[src/sv/bga_pkg.sv]
// Package for the battery gauge averager: payload structs, register indexes,
// status codes and shared constants. No dependencies.
`timescale 1ns / 1ps
`default_nettype none
package bga_pkg;

    typedef struct packed {
        logic [2:0]  battery_status;
        logic [30:0] voltage_sample;
        logic [30:0] current_sample;
        logic [30:0] power_sample;
        logic [30:0] level_sample;
    } t_in_item;

    typedef struct packed {
        logic [31:0] avg_power;
        logic [31:0] present_power;
        logic [31:0] avg_current;
        logic [31:0] present_current;
        logic [31:0] seconds_remaining;
        logic [30:0] full_level;
    } t_out_item;

    // Work item handed from the front to the back: updated averages and
    // the values the back needs for its divisions.
    typedef struct packed {
        logic [30:0] v;
        logic [30:0] i;
        logic [30:0] p;
        logic [30:0] pavg;
        logic [30:0] vavg;
        logic [30:0] iavg;
        logic [31:0] diff;
        logic        applies;
        logic [30:0] full;
    } t_work;

    typedef struct packed {
        logic energy_mode;
        logic has_current;
        logic has_power;
    } t_cfg;

    localparam logic [1:0] REG_ENERGY_MODE  = 2'd0;
    localparam logic [1:0] REG_HAS_CURRENT  = 2'd1;
    localparam logic [1:0] REG_HAS_POWER    = 2'd2;
    localparam logic [1:0] REG_INITIAL_FULL = 2'd3;

    localparam logic [2:0] ST_CHARGING    = 3'd1;
    localparam logic [2:0] ST_DISCHARGING = 3'd2;

    localparam int unsigned DIV_W = 52;

    // x / 1000 for any 31-bit x: (x * RECIP_1000) >> 38
    localparam logic [28:0] RECIP_1000 = 29'd274877907;

    typedef enum logic [2:0] {
        B_IDLE, B_DIV_PAVG, B_DIV_P, B_DIV_SECS, B_OUT
    } t_back_state;

endpackage
`default_nettype wire

[src/sv/bga_front.sv]
// Front: accepts samples, updates averages and full level, forms the work
// item. Depends on bga_pkg.
`timescale 1ns / 1ps
`default_nettype none
module bga_front (
    input  wire                i_clk,
    input  wire                i_rst_n,
    input  wire                i_take,
    input  bga_pkg::t_in_item  i_item,
    input  wire [30:0]         i_init_full,
    output bga_pkg::t_work     o_work
);
    import bga_pkg::*;

    logic [30:0] r_pavg, r_vavg, r_iavg, r_full;
    logic        r_first;
    logic [30:0] w_full, w_vbase, w_pavg, w_vavg, w_iavg, w_base_full;

    function automatic logic [30:0] ema(input logic [30:0] avg, input logic [30:0] now);
        logic signed [32:0] d;
        logic signed [32:0] q;
        logic signed [32:0] s;
        d = $signed({2'b0, now}) - $signed({2'b0, avg});
        q = (d < 0) ? -((-d) >>> 3) : (d >>> 3);
        s = $signed({2'b0, avg}) + q;
        return s[30:0];
    endfunction

    // Seed the voltage average and full-level base on the first sample, then update
    always_comb begin
        w_base_full = r_first ? i_init_full : r_full;
        w_vbase     = r_first ? i_item.voltage_sample : r_vavg;
        w_full      = (i_item.level_sample > w_base_full) ? i_item.level_sample : w_base_full;
        w_pavg      = ema(r_pavg, i_item.power_sample);
        w_vavg      = ema(w_vbase, i_item.voltage_sample);
        w_iavg      = ema(r_iavg, i_item.current_sample);
        o_work.v    = i_item.voltage_sample;
        o_work.i    = i_item.current_sample;
        o_work.p    = i_item.power_sample;
        o_work.pavg = w_pavg;
        o_work.vavg = w_vavg;
        o_work.iavg = w_iavg;
        o_work.full = w_full;
        o_work.applies = 1'b1;
        o_work.diff = '0;
        priority if (i_item.battery_status == ST_CHARGING)
            o_work.diff = 32'(w_full - i_item.level_sample);
        else if (i_item.battery_status == ST_DISCHARGING)
            o_work.diff = {1'b0, i_item.level_sample};
        else
            o_work.applies = 1'b0;
    end

    always_ff @(posedge i_clk) begin
        if (!i_rst_n) begin
            r_pavg  <= '0;
            r_vavg  <= '0;
            r_iavg  <= '0;
            r_full  <= '0;
            r_first <= 1'b1;
        end else if (i_take) begin
            r_pavg  <= w_pavg;
            r_vavg  <= w_vavg;
            r_iavg  <= w_iavg;
            r_full  <= w_full;
            r_first <= 1'b0;
        end
    end

    a_first_clear: assert property (@(posedge i_clk) disable iff (!i_rst_n)
        i_take |=> !r_first) else $error("first flag survived a sample");
endmodule
`default_nettype wire

[config.mk]
export PLATFORM = sky130hd
export DESIGN_NAME = bga_front
export DESIGN_NICKNAME = d
export VERILOG_FILES = /design/src/sv/bga_pkg.sv /design/src/sv/bga_front.sv
export SDC_FILE = /design/constraint.sdc
export NUM_CORES = 1
export LEC_CHECK = 0
export ABC_AREA = 1
export BUFFER_PORTS_ARGS = -buffer_cell sky130_fd_sc_hd__buf_2
export CAP_MARGIN = 10
export CORE_ASPECT_RATIO = 0.75
export CORE_MARGIN = 2
export CORE_UTILIZATION = 42
export DETAILED_ROUTE_END_ITERATION = 7
export GPL_TIMING_DRIVEN = 0
export HOLD_SLACK_MARGIN = 0.06
export PLACE_DENSITY = 0.72
export SLEW_MARGIN = 15
export SYNTH_ARGS = -nofsm -noshare
export SYNTH_HDL_FRONTEND = slang
export SYNTH_SLANG_ARGS = --single-unit
[constraint.sdc]
create_clock -name i_clk -period 13.9 [get_ports i_clk]
set_input_delay 2.78 -clock i_clk [delete_from_list [all_inputs] [get_ports i_clk]]
set_output_delay 2.78 -clock i_clk [all_outputs]
set_load 0.01 [all_outputs]
## Word level (Yosys, flattened, before mapping)

Index checks and enable logic that the tools add are counted.

- Register bits after elaboration: 125
- Word-level logic and storage cells: 34
- Input bits: 161
- Output and inout port bits: 250

- Mux-type cells: 10
- Add/sub/neg operators: 13
- Eq/ne operators: 2
- Order comparisons: 4

Operator list:

| cell | number |
|---|---|
| two-way mux 31 bit | 7 |
| subtractor 31 x 31 -> 32 bit | 4 |
| negation 32 -> 33 bit | 3 |
| < comparator 32 x 1 -> 1 bit (second input constant) | 3 |
| adder 31 bit | 3 |
| negation 30 -> 31 bit | 3 |
| two-way mux 32 bit | 1 |
| greater-than comparator 31 bit | 1 |
| == test 3 x 1 -> 1 bit (second input constant) | 1 |
| == test 3 x 2 -> 1 bit (second input constant) | 1 |
| two-way mux 1 bit | 2 |

## Depth between registers and ports, before layout

Gate-level depths: netlist of the first run.

- Depth after elaboration: 6
- Gate-level depth with buffers: 44
- Depth with buffers taken out: 42

## Least setup slack after synthesis of the first run

Ideal clock, no wire load.

- Path kind: in2out
- Start point: input port i_item[93] (netlist bit)
- End point: output port o_work[124] (netlist bit)
- Required time: 11.120 ns
- Buffers on the path: 0
- Stages: 33
- Arrival time: 7.375 ns
- Slack: 3.745 ns
- Cell sequence: inv_1 o21ai_0 ha_1 inv_1 fa_1 nand2_1 nand2_1 nand3_1 nand2_1 nand2_1 nand3_1 nand2_1 nand2_2 nor3_4 nand2_1 xor2_1 nand2_1 nor2_1 nand3_1 o21ai_0 nand3_1 o21ai_0 ha_1 a21oi_1 o21ai_0 a21oi_1 nand3_1 nand2_1 nand2_1 nand2_1 o211ai_1 a221oi_1 xor2_1

RTL lines:

| what | RTL line | RTL |
|---|---|---|
| start: declaration | bga_front.sv:9 | `input bga_pkg::t_in_item i_item,` |
| end: declaration | bga_front.sv:11 | `output bga_pkg::t_work o_work` |

==> flow_summary.toml, run 1 <==
[run_status]
status = "finished, final reports clean"

[floorplanning]
initial_core_util = 0.426
rows = 79
die_area_mm2 = 0.0652
chipWidth_um = 294
io_pins = 411
design.core.area_mm2 = 0.0623
die_h_um = 222

[routing]
post_drt_via_cell_ratio = 5.32
drtIter0Drc = 2965
drc = 0
route.final.wire_length_um = 104000
vias = 32259
dr.pass1.iters = 6
wire_per_inst_um = 17.1
ant_nets = 0

[synth]
yosysWarnings = 0
synth_edf_count = 0
synth-seq-cells = 125
syn-num-nets = 5223
synth_area_mm2 = 0.0265
yosys-top-cells-area = "nand2_1 (19%), ha_1 (12%), inv_1 (11%), dfxtp_1 (9.4%), nor2_1 (6.6%)"
synth_top_area_frac = 0.193
async_flop_share = 0
synth_ff_type = "dfxtp_1"
synthMostInstantiatedCell = "nand2_1"
synth_top_area_cell = "nand2_1"
synth_commonest_cells = "nand2_1 (1366), inv_1 (768), nor2_1 (465), o21ai_0 (342), a21oi_1 (305)"
seq_area_frac_synth = 0.0943
avgSynthCellArea_um2 = 5.52
synthDistinctLibCells = 60
syn_inst = 4803

[placement]
gp_congestion = 1.03
place_ws_ns = 1.72
dp_hpwl_um = 89000
io_buffers = 410
place_inst = 6023
place_area_mm2 = 0.0296

[clock_network]
cts_tree = "done"
cts_sinks = 125
holdBufCountCts = 0
htree_levels = 4
clk_latency_ns = 0.46
post-cts-setup-buffer-count = 0
postCtsResizedCells = 0
cts_max_path_buffers = 2
cts.clk_slew.worst_paths_ns = 0.06
numCtsBuffers = 17
root_buffer = "clkbuf_16"

[power]
p_leak_nw = 17.2
ir_drop_mv = 0.218
power_density_mw_per_mm2 = 257
power_mw = 7.77

[final_layout]
drive_above_1_share = 0.144
instances_no_fill = 6062
num-fill-cells = 6737
multi_input_area_mm2 = 0.0200
areaGrowthSynthToFinish_pct = 13.9
layout.nets = 5652
final_util = 0.485
fin_area_mm2 = 0.0302
seqCellArea_mm2 = 0.00250

[timing]
period_share = 0.901
tns_ns = 0
skew_ns = 0.0160
setup_slack_ns = 1.37
fmax_mhz = 79.8
maxSlewHeadroom = 0.210
rsz0062_at_grt = "no"
period_needed_ns = 12.53
maxSlewViolCount = 0
finalHoldViolCount = 0
setup_violations = 0
tightest_slew_ns = 1.18
hold_ws_ns = 0.499

[global_route]
antenna_found_initial = 9
grt_pass1_vias = 27878
grt-ovfl-total = 0
grt_max_degree = 17
track_usage = 0.303
grt_pass1_wl_um = 156000

[setup_path]
endpoint_kind = "output pin"
worstPathRequired_ns = 11.12
cpMostUsedCell = "nand2_1"
slowest_stage = "nor3_1"
crit_path_start_kind = "input port"
critical_path_class = "in2out"
worstPathArrival_ns = 9.75
path_max_fanout = 10
crit_path_max_incr_delay_ns = 0.51

[hold_path]
hold_path_class = "reg2reg"

[job]
drv_cap = 0
## layer usage
layer | vias to the layer above | wire length, um | global-route usage
met2 | 1382 | 43200 | 0.460
met5 | - | 13 | 0
met3 | 130 | 9690 | 0.0481
li1 | 16253 | - | -
met4 | 2 | 2520 | 0.0795
met1 | 14492 | 48500 | 0.441
## registers in the layout (all words and copies together), names as in the netlist
signal and count:
r_iavg 31, r_vavg 31, r_pavg 31, r_first 1
r_full 31
## layout make-up
type	count	share of cell area
diodes	7	0.000580
plain buffers	174	0.0340
clock buffers	17	0.0141
clock inverters	15	0.00534
inverters	802	0.0996
multi-input cells	3702	0.662
flip-flops and latches	125	0.0828
well taps	810	0.0335
repair buffers	410	0.0679
## cell usage in the layout (no fill, tap or decap), types with 9 or more instances in the layout
master,synthesis,layout
o21ai_0,342,342
inv_1,768,768
clkbuf_1,71,70
o211ai_1,17,17
xnor2_1,43,43
mux2i_1,32,32
ha_1,252,252
inv_2,30,30
or2_2,31,31
o21bai_1,18,18
nand3_1,302,302
nor2_2,35,35
o21ai_1,12,12
o21a_1,15,15
dfxtp_1,125,125
a21oi_1,305,305
nor2_1,465,465
o22ai_1,23,23
nor3_1,51,50
nand4_1,82,82
a21o_1,9,9
nand3_2,13,13
a31oi_1,13,13
buf_4,97,97
nor2_4,17,17
nand3b_1,16,16
nand2_2,47,47
xor2_1,93,93
a21boi_0,11,11
nor4_1,9,9
clkbuf_16,0,17
buf_2,2,412
nand2_1,1366,1366
## worst paths after layout
| check | start | end | slack [ns] | cells past startpoint |
|---|---|---|---|---|
| max | i_init_full[30] | o_work[62] | 1.37 | 32 |
| min | r_vavg[26] | r_vavg[26] | 0.50 | 2 |
| max reg2reg | r_first | r_vavg[26] | 5.84 | 35 |
| min reg2reg | r_vavg[26] | r_vavg[26] | 0.50 | 2 |
## worst max-delay path, delay by kind of cell
family          cells  cell delay [ns]
buf+inv             6             1.03
simple gates       13             2.20
mux                 1             0.11
compound gates      9             2.59
fa+ha+maj           3             1.01
## kinds of logic after synthesis
family,after synthesis,share of synthesized area
simple gates,2470,0.405
fa+ha+maj,259,0.124
buf+inv,976,0.152
flops,125,0.0943
xor+xnor,139,0.0467
compound gates,802,0.165
mux,32,0.0121
## power breakdown
group	leakage, nW	total [mW]	internal, mW	switching (mW)
clock network	0.277	0.472	0.266	0.205
logic	15.9	6.73	2.14	4.59
registers	1.04	0.562	0.479	0.0837
total	17.2	7.77	2.89	4.88
Power figures use the tool's default switching activity.
==> inputs of run 2 (changes only) <==
--- a/config.mk
+++ b/config.mk
@@ -15,6 +15,7 @@
 export GPL_TIMING_DRIVEN = 0
 export HOLD_SLACK_MARGIN = 0.06
 export PLACE_DENSITY = 0.72
+export RECOVER_POWER = 100
 export SLEW_MARGIN = 15
 export SYNTH_ARGS = -nofsm -noshare
 export SYNTH_HDL_FRONTEND = slang
==> run 2 against run 1 <==
Non-clock buffer count stayed put. Critical path depth fell by 1. Final cell count about the same. First-iteration DRC count is 4.3% higher. Critical endpoint is now o_work[125]. Highest routed layer unchanged.
==> flow_summary.toml, run 2 (same netlist as run 1, synthesis figures left out) <==
[final_layout]
drive_above_1_share = 0.0925
final_util = 0.479
final_common_cell = "nand2_1"
layout.nets = 5652
areaGrowthSynthToFinish_pct = 12.3
final_cell_mix = "nand2_1 (1370), inv_1 (769), nor2_1 (469)"

[routing]
vias = 32287
dr.pass1.iters = 6
ant_nets = 0
wl_met2_um = 43100
wl_met1_um = 48600
routed-wl-met3_um = 9580
route.final.wire_length_um = 104000
drtIter0Drc = 3093
highest_layer = "met5"
post_drt_via_cell_ratio = 5.33
wire_per_inst_um = 17.2
drc = 0

[floorplanning]
chipWidth_um = 294
io_pins = 411
die_h_um = 222
rows = 79
design.core.area_mm2 = 0.0623
initial_core_util = 0.426
die_area_mm2 = 0.0652

[clock_network]
cts_tree = "done"
htree_levels = 4
root_buffer = "clkbuf_16"
postCtsResizedCells = 0
numCtsBuffers = 17
holdBufCountCts = 0
cts.clk_slew.worst_paths_ns = 0.06
clk_latency_ns = 0.45
cts_sinks = 125
post-cts-setup-buffer-count = 0
cts_max_path_buffers = 2

[timing]
hold_ws_ns = 0.499
tns_ns = 0
skew_ns = 0.0141
period_needed_ns = 12.66
rsz0062_at_grt = "no"
fmax_mhz = 79.0
period_share = 0.911
finalHoldViolCount = 0
maxSlewViolCount = 0
maxSlewHeadroom = 0.0951
setup_violations = 0
tightest_slew_ns = 1.35

[setup_path]
cp_top_family = "simple AND/OR/NAND/NOR gates"
slowest_stage = "o21ai_0"
crit_path_max_incr_delay_ns = 0.61
r2r_end = "r_vavg[26]"
cpMostUsedCell = "nand2_1"
path_max_fanout = 10
crit_start = "i_item[99]"
endpoint_kind = "output pin"
critical_path_class = "in2out"
r2r_start = "r_first"
worstPathArrival_ns = 9.88
r2r_slack_ns = 5.58
cp_num_buf_inv = 5
r2r_cells = 37
worstPathRequired_ns = 11.12
crit_path_start_kind = "input port"

[global_route]
grt_max_degree = 17
grt_pass1_vias = 27878
grt_pass1_wl_um = 156000
track_usage = 0.303
antenna_found_initial = 11
grt-ovfl-total = 0

[power]
ir_drop_mv = 0.192
power_density_mw_per_mm2 = 256
power_mw = 7.61
p_leak_nw = 16.5

[hold_path]
hold_path_depth = 2
hold_path_class = "reg2reg"
min_from = "r_vavg[26]"
worstHoldEndpoint = "r_vavg[26]"

[placement]
io_buffers = 410
dp_hpwl_um = 89000
gp_congestion = 1.03

[run_status]
status = "finished, final reports clean"

[job]
drv_cap = 0
[run 2: changes by cell type in the layout (fill, tap and decap cells not counted), moves of 3 or more]
cell and change:
clkbuf_1 +256, nand3_1 +5, diode_2 -3, nand2_1 +4, nand3_2 -3, nand2_2 -4, nor2_1 +4, buf_2 -254
[run 2: how the worst max path moves through the flow]
stage	endpoint	depth (start not counted)	slack, ns
final	o_work[125]	31	1.24
after CTS	o_work[62]	32	1.66
after floorplan	o_work[124]	33	3.74
after global routing	o_work[125]	31	0.74
after global placement	o_work[62]	32	1.76
after detailed placement	o_work[62]	32	1.72
[run 2: power breakdown]
group	switching (mW)	internal (mW)	total (mW)
Clock	0.207	0.266	0.473
Combinational	4.59	1.99	6.58
Sequential	0.0844	0.479	0.563
[run 2: metrics by stage]
step / instances / setup slack [ns] / area [um2]
6_report: 6059 / 1.24 / 29800
5_1_grt: 6059 / 0.743 / 29800
4_1_cts: 6055 / 1.66 / 30200
3_5_place_dp: 6023 / 1.72 / 29600
3_3_place_gp: 6023 / 1.76 / 29600
2_1_floorplan: 4803 / 3.74 / 26500
[run 2: worst reg2reg max path: cells and delay by family, from the launching register on]
family          cells  cell delay, ns
simple gates       20            3.19
buf+inv             6            1.61
compound gates      6            1.39
fa+ha+maj           3            1.08
xor+xnor            2            0.66
flops               1            0.31
[run 2: metal layers]
| layer | vias up | track usage |
|---|---|---|
| li1 | 16247 | - |
| met4 | 4 | 0.0795 |
| met3 | 139 | 0.0481 |
| met1 | 14550 | 0.441 |
| met5 | - | 0 |
| met2 | 1347 | 0.460 |
[run 2: final cells by class]
type | count | area [um2]
Antenna cell | 4 | 10.0
Timing Repair Buffer | 410 | 1740
Buffer | 174 | 1030
Tap cell | 810 | 1010
Clock buffer | 17 | 425
Inverter | 802 | 3010
Sequential cell | 125 | 2500
Clock inverter | 15 | 161
Fill cell | 6895 | 32500
Multi-Input combinational cell | 3702 | 19900
